<file path="src/fiht_pkg.sv">
// Package for the flow id hash table: field widths, table geometry, command
// and status codes, and the word and record types shared by its importers.
// Depends on nothing.
package fiht_pkg;

   // Table geometry. BUCKETS must be a power of two, as the bucket is taken
   // from the low bits of the flow id.
   localparam int BUCKETS  = 1024;
   localparam int WAYS     = 4;
   localparam int BUCKET_W = $clog2(BUCKETS);
   localparam int WAY_W    = (WAYS > 1) ? $clog2(WAYS) : 1;
   localparam int USED_W   = $clog2(WAYS + 1);

   // Field widths.
   localparam int CMD_W    = 2;
   localparam int STATUS_W = 2;
   localparam int KEY_W    = 32;
   localparam int SIZE_W   = 16;
   localparam int IDX_W    = 16;
   localparam int TIME_W   = 64;
   localparam int COUNT_W  = 8;
   localparam int FLOWS_W  = 13;

   // Command codes; the unused code behaves as a search.
   localparam logic [CMD_W-1:0] CMD_SEARCH = 2'd0;
   localparam logic [CMD_W-1:0] CMD_INSERT = 2'd1;
   localparam logic [CMD_W-1:0] CMD_REMOVE = 2'd2;

   // Status codes.
   localparam logic [STATUS_W-1:0] STAT_OK   = 2'd0;
   localparam logic [STATUS_W-1:0] STAT_MISS = 2'd1;
   localparam logic [STATUS_W-1:0] STAT_FULL = 2'd2;

   // One stored record with its key.
   typedef struct packed {
      logic [KEY_W-1:0]   key;
      logic [SIZE_W-1:0]  size;
      logic [IDX_W-1:0]   start;
      logic [IDX_W-1:0]   stop;
      logic [TIME_W-1:0]  stamp;
      logic [COUNT_W-1:0] count;
   } entry_type;

   // One bucket row: all ways side by side, way 0 the oldest.
   typedef entry_type [WAYS-1:0] row_type;

   localparam int ENTRY_W = $bits(entry_type);
   localparam int ROW_W   = $bits(row_type);

   // Request word as latched from the input channel.
   typedef struct packed {
      logic [CMD_W-1:0]  cmd;
      logic [KEY_W-1:0]  flow_id;
      logic [SIZE_W-1:0] pkt_len;
      logic [IDX_W-1:0]  start_index;
      logic [TIME_W-1:0] now_time;
   } req_word_type;

   // Response word as held in the output register.
   typedef struct packed {
      logic [STATUS_W-1:0] status;
      logic [SIZE_W-1:0]   rec_size;
      logic [IDX_W-1:0]    rec_start;
      logic [IDX_W-1:0]    rec_end;
      logic [TIME_W-1:0]   rec_time;
      logic [COUNT_W-1:0]  rec_count;
      logic [FLOWS_W-1:0]  flows_held;
   } rsp_word_type;

   // Write-back control from the bucket update logic.
   typedef struct packed {
      logic               we;
      logic [USED_W-1:0]  used;
      logic [FLOWS_W-1:0] total;
   } upd_type;

endpackage

</file>
<file path="src/fiht_bucket_update.sv">
// Bucket row update: compares all ways against the key, builds the row and
// way count to write back, and forms the response word.
// Depends on fiht_pkg.
module fiht_bucket_update import fiht_pkg::*; (
   input  req_word_type       req_word,
   input  row_type            row,
   input  logic [USED_W-1:0]  used,
   input  logic [FLOWS_W-1:0] total,
   output row_type            new_row,
   output upd_type            upd,
   output rsp_word_type       rsp_word
);

   logic              found;
   logic [WAY_W-1:0]  hit;
   entry_type         fresh;
   entry_type         hit_entry;
   logic              full;

   // Oldest way in use whose key matches.
   always_comb begin
      found = 1'b0;
      hit   = '0;
      for (int w = 0; w < WAYS; w++) begin
         if (!found && (USED_W'(w) < used) && (row[w].key == req_word.flow_id)) begin
            found = 1'b1;
            hit   = WAY_W'(w);
         end
      end
   end

   assign hit_entry = row[hit];
   assign full      = (used >= USED_W'(WAYS));

   // Record that an insert appends.
   always_comb begin
      fresh.key   = req_word.flow_id;
      fresh.size  = req_word.pkt_len;
      fresh.start = req_word.start_index;
      fresh.stop  = req_word.start_index;
      fresh.stamp = req_word.now_time;
      fresh.count = COUNT_W'(1);
   end

   // New row, way count, flow count and response.
   always_comb begin
      new_row   = row;
      upd.we    = 1'b0;
      upd.used  = used;
      upd.total = total;
      rsp_word  = '0;
      case (req_word.cmd)
         CMD_INSERT: begin
            if (full) begin
               rsp_word.status = STAT_FULL;
            end else begin
               for (int w = 0; w < WAYS; w++) begin
                  if (USED_W'(w) == used) begin
                     new_row[w] = fresh;
                  end
               end
               upd.we    = 1'b1;
               upd.used  = used + USED_W'(1);
               upd.total = total + FLOWS_W'(1);
               rsp_word.status    = STAT_OK;
               rsp_word.rec_size  = fresh.size;
               rsp_word.rec_start = fresh.start;
               rsp_word.rec_end   = fresh.stop;
               rsp_word.rec_time  = fresh.stamp;
               rsp_word.rec_count = fresh.count;
            end
         end
         default: begin
            if (!found) begin
               rsp_word.status = STAT_MISS;
            end else begin
               rsp_word.status    = STAT_OK;
               rsp_word.rec_size  = hit_entry.size;
               rsp_word.rec_start = hit_entry.start;
               rsp_word.rec_end   = hit_entry.stop;
               rsp_word.rec_time  = hit_entry.stamp;
               rsp_word.rec_count = hit_entry.count;
               if (req_word.cmd == CMD_REMOVE) begin
                  // Younger ways slide down one place to close the gap.
                  for (int w = 0; w < WAYS - 1; w++) begin
                     if (WAY_W'(w) >= hit) begin
                        new_row[w] = row[w + 1];
                     end
                  end
                  upd.we    = 1'b1;
                  upd.used  = used - USED_W'(1);
                  upd.total = total - FLOWS_W'(1);
               end
            end
         end
      endcase
      rsp_word.flows_held = upd.total;
   end

endmodule

</file>
<file path="config.mk">
export PLATFORM = sky130hd
export DESIGN_NAME = fiht_bucket_update
export DESIGN_NICKNAME = d
export VERILOG_FILES = /design/src/fiht_pkg.sv /design/src/fiht_bucket_update.sv
export SDC_FILE = /design/constraint.sdc
export NUM_CORES = 2
export LEC_CHECK = 0
export ABC_AREA = 1
export BUFFER_PORTS_ARGS = -buffer_cell sky130_fd_sc_hd__buf_4
export CORE_AREA = 8 8 582 584
export DETAILED_ROUTE_END_ITERATION = 10
export DIE_AREA = 0 0 590 592
export PLACE_DENSITY = 0.3
export REMOVE_ABC_BUFFERS = 1
export SYNTH_ARGS = -nofsm -noshare
export SYNTH_HDL_FRONTEND = slang
export SYNTH_SLANG_ARGS = --single-unit
</file>
<file path="constraint.sdc">
create_clock -name vclk -period 1.8
set_clock_uncertainty 0.05 [all_clocks]
set_input_delay 0.09 -clock vclk [all_inputs]
set_output_delay 0.09 -clock vclk [all_outputs]
set_load 0.01 [all_outputs]
</file>
==> impl_metrics.tcl <==
set metrics [dict create \
    outcome "finished with violations" \
    violations "setup timing" \
    dp_hpwl_microns 363000 \
    critPathMaxStageDelay_ps 190 \
    flops_and_latches 0 \
    synth_top_area_cell "nand2_1" \
    drt_pass1_iterations 6 \
    wl_per_cell_microns 35.6 \
    setup_ws_ps -1080 \
    io_pins 1514 \
    multi_input_area_sq_um 24800 \
    intPower_mw 5.36 \
    p_comb_share_pct 100.0 \
    finalWirelength_microns 429000 \
    cp.arrival_ps 2740 \
    finalNetCount 8400 \
    post_dp_cell_area_sq_um 48200 \
    finalHoldViolCount 0 \
    min_period_over_period_pct 160 \
    grt_start_max_net_pins 73 \
    fin_total_pwr_mw 13.4 \
    routed_via_density 4.27 \
    vias 51500 \
    utilization_pct 17.5 \
    power_frac_seq_pct 0 \
    drv_slew 0 \
    cp-start-kind "primary input" \
    slew_headroom_pct 34.5 \
    layout.cells.non_filler 12100 \
    grt_pass1_vias 48600 \
    cp_slowest_cell "nor3_4" \
    final.clkbuf_count 0 \
    maxCapViolCount 0 \
    worstHoldPathType "in -> out" \
    path_cells "buf_8, buf_6, xnor2_4, buf_6, nand2_4, nor2_4, nand3_2, nor2_4, buf_6, nor2_4, nor3_4, buf_12, buf_12, buf_16, buf_16, buf_12, buf_8, nand3_4, nand3_4, nand2_4, buf_6" \
    layout-drive-gt1-share_pct 44.0 \
    synth_top_area_share_pct 25.6 \
    dieHeight_microns 592 \
    grt_usage_pct 22.7 \
    grt_pass1_wl_microns 531000 \
    ys_types 34 \
    die_x_microns 590 \
    syn_area_sq_um 25000 \
    setup_viol 757 \
    dpl.cell_count 11800 \
    fp.dieArea_sq_um 349000 \
    switching_power_mw 8.04 \
    ys_seq_area_share_pct 0 \
    p_sw_share_pct 60.0 \
    leakagePower_nw 26.8 \
    ff_latch_area_sq_um 0 \
    tightest_slew_ps 972 \
    crit_top_cell "buf_6" \
    synth.avg_cell_area_sq_um 4.56 \
    max_freq_mhz 347 \
    critPathRequiredTime_ps 1660 \
    area_growth_pct 131 \
    period_minus_slack_ps 2880 \
    core_sq_um 329000 \
    ir_drop_uv 107 \
    port-buffer-count 1514 \
    overflow 0 \
    crit_type "in -> out" \
    yosys-top-cells-area "nand2_1 26%, o21ai_0 19%, nand3_1 13%" \
    power_frac_clock_pct 0 \
    dr.first_iter.drc_count 5518 \
    synth_warnings 0 \
    place_congestion 0.952 \
    crit_path_end_kind "output pin" \
    postRouteAntennaNets 0 \
    postLayoutCellArea_sq_um 57700 \
    rsz0062_at_grt "true" \
    cp_max_fo 5 \
    fillerInstances 38200 \
    placementRows 211 \
    initial_utilization_pct 7.61 \
    power_density_nw_per_um2 232 \
    postSynthCellCount 5490 \
    drc 0 \
    antenna_found_initial 229 \
]
## worst paths after layout
path / from / end / slack [ps] / cells past startpoint
max: req_word[104] / rsp_word[105] / -1080 / 21
min: row[139] / new_row[139] / 490 / 4
## per-stage QoR
stage	hold WS (ps)	TNS [ps]	worst slack, ps
after CTS	487	-652240	-1190
after floorplan	254	-	-42630
after global placement	479	-945870	-2340
after global routing	519	-666800	-1190
final	489	-583010	-1080
after detailed placement	491	-899680	-2140
## cell type report
cell class	instances	area share [%]
timing repair buffer	2639	43.8
multi-input combinational	4495	43.0
tap	4366	9.46
inverter	503	3.45
antenna	65	0.282
## logic make-up (layout without fill, tap and decap cells)
family          Yosys count  count (layout)  share of synthesized area (%)
simple gates           2793            2793                           45.8
compound gates         1629            1629                           35.0
buf+inv                 995            3142                           16.5
xor+xnor                 66              66                           2.31
fa+ha+maj                 7               7                          0.350
other cells               0              65                              0
## critical path, delay by kind of cell
| family | cells | cell delay, ps |
|---|---|---|
| buffers and inverters | 11 | 1490 |
| xor gates and xnor gates | 1 | 170 |
| and+or+nand+nor | 9 | 940 |
## power groups by stage
stage	clock network (mW)	registers, mW	logic, mW
floorplan	0	0	4.05
detailed placement	0	0	12.6
global placement	0	0	12.7
global route	0.00000211	0	14.1
finish	0.00000463	0	13.4
CTS	0	0	13.3
## cell usage after synthesis, drive strengths merged, types with 2 or more instances
library cell,n
nand2,1714
inv,503
o22ai,65
clkbuf,268
nor2,361
nand4,21
and2,7
ha,7
o31ai,14
nor4,2
a21oi,408
xnor2,52
xor2,14
nor3,20
a22oi,2
and3,3
buf,224
nand3b,9
o211ai,190
nand3,652
o21ai,947
nor2b,3
## cell usage in the layout, fill, tap and decap left out, drive strengths merged, types with 52 or more instances in the layout
cell type	netlist	routed
inv	503	498
o22ai	65	65
o211ai	190	190
nor2	361	361
nand3	652	652
o21ai	947	947
a21oi	408	408
xnor2	52	52
nand2	1714	1714
diode	0	65
buf	224	2611
## metal layers
metal	global-route usage (%)	share of wire [%]	wire length (microns)	vias up
li1	-	-	-	22700
met1	26.9	39	168000	25100
met2	40.0	48	205000	2968
met3	6.36	8.9	38300	627
met4	6.16	4.0	17100	118
met5	0	0.18	764	-
## what timing repair did
action | in CTS | in global routing
setup buffers | 158 | 41
endpoints found under the hold margin | 0 | 0
cloned | 53 | 24
hold buffers | 0 | 0
setup endpoints to repair | 756 | 760
resized for setup | 1117 | 306
pin swaps | 232 | 147
No activity file was read; power rests on OpenSTA's default activity.
