**config.mk**
```make
export PLATFORM = sky130hd
export DESIGN_NAME = fiht_ram
export DESIGN_NICKNAME = d
export VERILOG_FILES = /design/src/fiht_ram.sv
export SDC_FILE = /design/constraint.sdc
export NUM_CORES = 1
export LEC_CHECK = 0
export ABC_AREA = 0
export BUFFER_PORTS_ARGS = -buffer_cell sky130_fd_sc_hd__clkbuf_2
export CORE_MARGIN = 2
export CORE_UTILIZATION = 51
export CTS_CLUSTER_SIZE = 12
export DETAILED_ROUTE_END_ITERATION = 6
export PLACE_DENSITY = 0.68
export SLEW_MARGIN = 20
export SYNTH_ARGS = -nofsm -noshare
export SYNTH_HDL_FRONTEND = slang
export SYNTH_SLANG_ARGS = --single-unit
```
**constraint.sdc**
```tcl
create_clock -name clock -period 2.3 [get_ports clock]
set_input_delay 0.23 -clock clock [delete_from_list [all_inputs] [get_ports clock]]
set_output_delay 0.23 -clock clock [all_outputs]
set_load 0.01 [all_outputs]
```
**src/fiht_ram.sv**
```systemverilog
// Generic simple dual-port RAM with one write port and one registered read
// port. Depends on nothing.
module fiht_ram #(
   parameter int WIDTH = 8,
   parameter int DEPTH = 16
) (
   input  logic                     clock,
   input  logic                     wr_en,
   input  logic [$clog2(DEPTH)-1:0] wr_addr,
   input  logic [WIDTH-1:0]         wr_data,
   input  logic                     rd_en,
   input  logic [$clog2(DEPTH)-1:0] rd_addr,
   output logic [WIDTH-1:0]         rd_data
);

   logic [WIDTH-1:0] mem_ff [DEPTH];
   logic [WIDTH-1:0] rd_data_ff;

   // Write port.
   always_ff @(posedge clock) begin
      if (wr_en) begin
         mem_ff[wr_addr] <= wr_data;
      end
   end

   // Read port; the data holds until the next read.
   always_ff @(posedge clock) begin
      if (rd_en) begin
         rd_data_ff <= mem_ff[rd_addr];
      end
   end

   assign rd_data = rd_data_ff;

endmodule

```
==> reports/results.ini, run 1 <==
[timing]
fin_crit_ns=1.575
slew_headroom=0.5428
fin_crit_sh=0.6846
hold_violations=0
fmax_ghz=0.6351
report.final.slew_viol_count=0
finalSetupViolCount=0
finClkSkew_ns=0.006909
tns_ns=0
tightestPinTransition_ns=0.6833
rsz0062_at_grt=false
setup_slack_ns=0.7255

[clock_network]
cts_hold_buf=0
cts_root_buf=clkbuf_8
cts_tree=built
worstSkewPairLatency_ns=0.51
cts_buffer_depth=2
cts_buffers=17
cts.sink_count=136
cts_setup_buffers=0
clkTransAtPathRegs_ns=0.06
post_cts_resized=0
cts_max_level=4

[yosys]
synth_compound_gate_area_share=0.02298
syn-mean-instance-area_um2=22.83
synth_seq_area_share=0.7812
yosysTopAreaCell=edfxtp_1
synth_xor_area_frac=0
async_reset_ff_frac=0
ys_ff_latch=136
synth_top_area_share=0.7812
synth_area_leaders=edfxtp_1, mux4_2, mux4_1
synthSimpleGateAreaFrac=0.03135
synthTopCellsByCount=edfxtp_1, mux4_2, a22oi_1, mux4_1, nor2_1
yosysWarnings=0
synthDistinctLibCells=18
synth_nets=248
netlist_area_mm2=0.005228
synth_cells=229
yosysMostFrequentCell=edfxtp_1
synth-edff-count=136
synth_top_family_by_area=multiplexers
synth_fa_ha_area_frac=0
synth_ff_type=edfxtp_1
muxShareOfSynthArea=0.1479

[detailed_routing]
dr.pass1.iters=4
avgRoutedWirePerCell_um=22.37
dr.first_iter.drc_count=153
drc=0
vias=2449
wirelength_mm=9.595
viasPerCell=5.709
postRouteAntennaNets=0

[grt]
overflow=0
grt_pass1_wl_mm=14.72
grt_pass1_vias=2444
grt_max_degree=33
grt_use_total=0.1940
grt_antenna_before_repair=0

[setup_path]
reg2reg_to=rd_data[4]$_DFFE_PP_
slowest_stage=mux4_2
crit_path_start_kind=flop
cp-end-kind=flop
startpoint=mem_ff[3][4]$_DFFE_PP_
ff2ff_path_depth=3
path_cells=mux4_2, a22oi_1, nand2_1
crit_family=multiplexers
max_stage_delay_ns=0.48
path_class=flop to flop
crit_arrival_ns=1.82
rrSetupSlack_ns=0.73
cp_max_fo=1
critPathRequiredTime_ns=2.55
endpoint=rd_data[4]$_DFFE_PP_
timing.critical_path.buf_inv=0
r2r-start=mem_ff[3][4]$_DFFE_PP_
crit_cells=3

[cells_and_area]
syn_to_final_growth_pct=18.36
n_antenna_cell=0
fin_nets=302
fin_cells=429
fill_cells=666
fin_area_mm2=0.006187
drive_gt1_frac=0.3041

[placement]
dp_hpwl_mm=5.893
gp_congestion=0.7623
dp.cells=397
port_buffers=26
dp_slack_ns=0.4374
placed_area_mm2=0.005605

[die]
die_area_mm2=0.01108
ios=27
dieHeight_um=105.2
core_area_mm2=0.009864
start_util=0.5299
die_x_um=105.2
rows=36

[pwr]
power_density_mw_per_mm2=921.5
total_power_mw=5.702
leakagePower_nw=2.113
max-vdd-ir-drop_mv=0.5502

[status]
status=finished clean

[run]
cap_violations=0

[min_path]
min_path_type=input pin to flop

## sequential cells by signal (all words and copies together), names as in the netlist
register and count:
rd_data 8, mem_ff 128
## power by group
group / internal, mW / switching [mW]
logic: 0.108 / 0.145
clock network: 1.74 / 0.904
registers: 2.79 / 0.0142
## per-layer routing
metal | global-route usage | vias up | share of wire
met5 | 0 | - | 0
met3 | 0.05999 | 11 | 0.074
li1 | - | 1096 | -
met4 | 0.07619 | 0 | 0.016
met2 | 0.3014 | 98 | 0.50
met1 | 0.2594 | 1244 | 0.41
## worst reg2reg max path: stages, from the launching register on
cell,delay (ns)
edfxtp_1,0.37
mux4_2,0.48
a22oi_1,0.36
nand2_1,0.10
## worst min path at each step
stage                               startpoint  cells past startpoint                      to
after floorplan                     wr_data[0]                      0  mem_ff[0][0]$_DFFE_PP_
after global placement              wr_data[6]                      1  mem_ff[2][6]$_DFFE_PP_
after detailed placement  rd_data[1]$_DFFE_PP_                      1              rd_data[1]
after CTS                                rd_en                      1    rd_data[1]$_DFFE_PP_
after global routing                     rd_en                      1    rd_data[1]$_DFFE_PP_
final                                    rd_en                      1    rd_data[1]$_DFFE_PP_
## per-stage QoR
stage | hold WS [ns] | util
after global placement | 0.6473 | 0.5682
final | 0.1391 | 0.6272
after detailed placement | 0.6525 | 0.5682
after floorplan | 0.3289 | -
after CTS | 0.1105 | 0.6272
after global routing | 0.1195 | 0.6272
## kinds of logic after synthesis
group	Yosys count
DFF	136
and+or+nand+nor	35
muxes	32
AOI/OAI and AO/OA	16
buffers and inverters	10
## cell usage in the layout, fill, tap and decap left out, drive strengths merged
master / count
nand3: 1
bufinv: 4
or3b: 1
nand2: 9
mux4: 32
and2b: 1
nor2b: 1
clkbuf: 46
nor3: 4
nor2: 13
nand3b: 2
clkinv: 8
edfxtp: 136
a22oi: 16
buf: 19
nand2b: 2
and2: 1
## final cells by class
| class | instances | area [um2] | share of cell area |
|---|---|---|---|
| tap | 133 | 166.4 | 0.02690 |
| timing repair buffer | 45 | 297.8 | 0.04813 |
| clock inverter | 12 | 156.4 | 0.02528 |
| clock buffer | 20 | 425.4 | 0.06876 |
| sequential | 136 | 4084 | 0.6601 |
| multi-input combinational | 83 | 1057 | 0.1709 |
No activity file was read; power rests on OpenSTA's default activity.
==> run 2: changes to the inputs <==
--- a/config.mk
+++ b/config.mk
@@ -11,7 +11,7 @@
 export CORE_UTILIZATION = 51
 export CTS_CLUSTER_SIZE = 12
 export DETAILED_ROUTE_END_ITERATION = 6
-export PLACE_DENSITY = 0.68
+export PLACE_DENSITY = 0.71
 export SLEW_MARGIN = 20
 export SYNTH_ARGS = -nofsm -noshare
 export SYNTH_HDL_FRONTEND = slang
==> constraint.sdc (replaced) <==
create_clock -name clock -period 1.4 [get_ports clock]
set_input_delay 0.14 -clock clock [delete_from_list [all_inputs] [get_ports clock]]
set_output_delay 0.14 -clock clock [all_outputs]
set_load 0.01 [all_outputs]
==> run 2 against run 1 <==
Net effect: the run now ends with negative setup slack left; worst setup slack got worse by 0.74 ns; sequential power is 64% higher; first-iteration DRC count increased by 41%; critical path type unchanged; largest cell class unchanged.
==> reports/results.ini, run 2 (same netlist as run 1, synthesis figures left out) <==
[detailed_routing]
vias=2520  ; was 2449
postRouteAntennaNets=0  ; unchanged
drc=0  ; unchanged
dr.pass1.iters=4  ; unchanged
wirelength_mm=10.29  ; was 9.595 mm
dr.first_iter.drc_count=216  ; was 153
avgRoutedWirePerCell_um=23.33  ; was 22.37 um
viasPerCell=5.714  ; was 5.709

[timing]
finalSetupViolCount=3  ; was 0
fin_crit_sh=1.013  ; was 0.6846
slew_headroom=0.4073  ; was 0.5428
finClkSkew_ns=0.007606  ; was 0.006909 ns
fin_crit_ns=1.418  ; was 1.575 ns
report.final.slew_viol_count=0  ; unchanged
timing.hold.ws_ns=0.04823  ; was 0.1391 ns
rsz0062_at_grt=true  ; was false
tightestPinTransition_ns=0.8857  ; was 0.6833 ns
setup_slack_ns=-0.01756  ; was 0.7255 ns
fmax_ghz=0.7054  ; was 0.6351 GHz
hold_violations=0  ; unchanged

[clock_network]
cts_buffers=17  ; unchanged
cts_setup_buffers=0  ; unchanged
cts_hold_buf=0  ; unchanged
cts_root_buf=clkbuf_8  ; unchanged
cts.sink_count=136  ; unchanged
cts_tree=built  ; unchanged
cts_max_level=4  ; unchanged
cts_buffer_depth=2  ; unchanged
worstSkewPairLatency_ns=0.51  ; about the same
clkTransAtPathRegs_ns=0.06  ; about the same

[placement]
dp.cells=409  ; was 397
gp_congestion=0.7640  ; was 0.7623
port_buffers=26  ; unchanged
dp_hpwl_mm=6.522  ; was 5.893 mm
placed_area_mm2=0.005725  ; was 0.005605 mm2
dp_slack_ns=-0.3442  ; was 0.4374 ns

[cells_and_area]
n_antenna_cell=0  ; unchanged
syn_to_final_growth_pct=22.45  ; was 18.36%
drive_gt1_frac=0.4123  ; was 0.3041
fin_area_mm2=0.006401  ; was 0.006187 mm2
utilization=0.6489  ; was 0.6272
register_area_mm2=0.004084  ; unchanged
final_common_cell=edfxtp_1  ; unchanged
fill_cells=647  ; was 666
largest_register_ffs=128  ; unchanged
regMostFlops=mem_ff  ; unchanged
multi_input_area_mm2=0.001074  ; was 0.001057 mm2
fin_cells=441  ; was 429
final_cell_mix=edfxtp_1, mux4_2, buf_4  ; was edfxtp_1, clkbuf_2, mux4_2
fin_nets=314  ; was 302

[grt]
met3_usage=0.05875  ; was 0.05999
grt_max_degree=21  ; was 33
grt_use_total=0.2038  ; was 0.1940
grt_antenna_before_repair=0  ; unchanged
grt_pass1_vias=2712  ; was 2444
grtUsageMet1=0.2851  ; was 0.2594
grt_pass1_wl_mm=16.02  ; was 14.72 mm
grtUsageMet2=0.3161  ; was 0.3014
overflow=0  ; unchanged
grt-busiest-layer=met2  ; unchanged

[setup_path]
path_class=flop to flop  ; unchanged
crit_path_start_kind=flop  ; unchanged
cp-end-kind=flop  ; unchanged
cp_max_fo=1  ; unchanged
crit_arrival_ns=1.68  ; was 1.82 ns
critPathRequiredTime_ns=1.66  ; was 2.55 ns

[pwr]
max-vdd-ir-drop_mv=0.9481  ; was 0.5502 mV
leakagePower_nw=2.183  ; was 2.113 nW
power_density_mw_per_mm2=1562  ; was 921.5 mW/mm2

[status]
status=finished with violations  ; was finished clean
violations=negative setup slack

[die]
die_area_mm2=0.01108  ; unchanged
dieHeight_um=105.2  ; unchanged
start_util=0.5299  ; unchanged
ios=27  ; unchanged
core_area_mm2=0.009864  ; unchanged
die_x_um=105.2  ; unchanged
rows=36  ; unchanged

[min_path]
min_path_type=input pin to flop  ; unchanged

[run]
cap_violations=0  ; unchanged

run 2: critical path: stages, from the launching register on:
cell and delay, ns:
edfxtp_1 0.37, mux4_2 0.50, a22oi_2 0.23, nand2_1 0.07
run 2: worst paths after layout:
| path | from | endpoint | slack, ns | cells past startpoint |
|---|---|---|---|---|
| worst max register to register | mem_ff[3][3]$_DFFE_PP_ | rd_data[3]$_DFFE_PP_ | -0.02 | 3 |
| worst min-delay path | wr_data[0] | mem_ff[0][0]$_DFFE_PP_ | 0.05 | 1 |
| worst min register to register | mem_ff[14][3]$_DFFE_PP_ | rd_data[3]$_DFFE_PP_ | 0.75 | 3 |
| worst max-delay path | mem_ff[3][3]$_DFFE_PP_ | rd_data[3]$_DFFE_PP_ | -0.02 | 3 |
run 2: per-stage QoR:
step                power, mW  setup TNS, ns
CTS                     10.06       -0.06148
floorplan               4.935        -0.2364
detailed placement      5.152         -2.152
global route            10.26        -0.2994
finish                  10.00       -0.03219
global placement        5.132         -1.816
run 2: final cells by class:
class,count,share of cell area
repair buffers,57,0.06450
multi-input cells,83,0.1677
clock buffers,17,0.06470
clock inverters,15,0.03909
flip-flops and latches,136,0.6380
well taps,133,0.02600
run 2: per-layer routing:
metal | part of all wire | wire length, um | up-vias
li1 | - | - | 1108
met1 | 0.46 | 4761 | 1326
met2 | 0.48 | 4986 | 80
met3 | 0.042 | 432 | 6
met4 | 0.010 | 106 | 0
met5 | 0 | 0 | -
run 2: where the power goes:
group	switching, mW	leakage (nW)	internal [mW]
clock	1.65	0.322	3.26
sequential	0.0258	1.24	4.59
combinational	0.263	0.625	0.212
run 2: timing repair:
item                                    CTS  global route
resized for setup                        13             5
pin swaps                                 7             7
hold endpoints to repair                  0             0
endpoints found under the setup margin    7             8
cloned                                    0             0
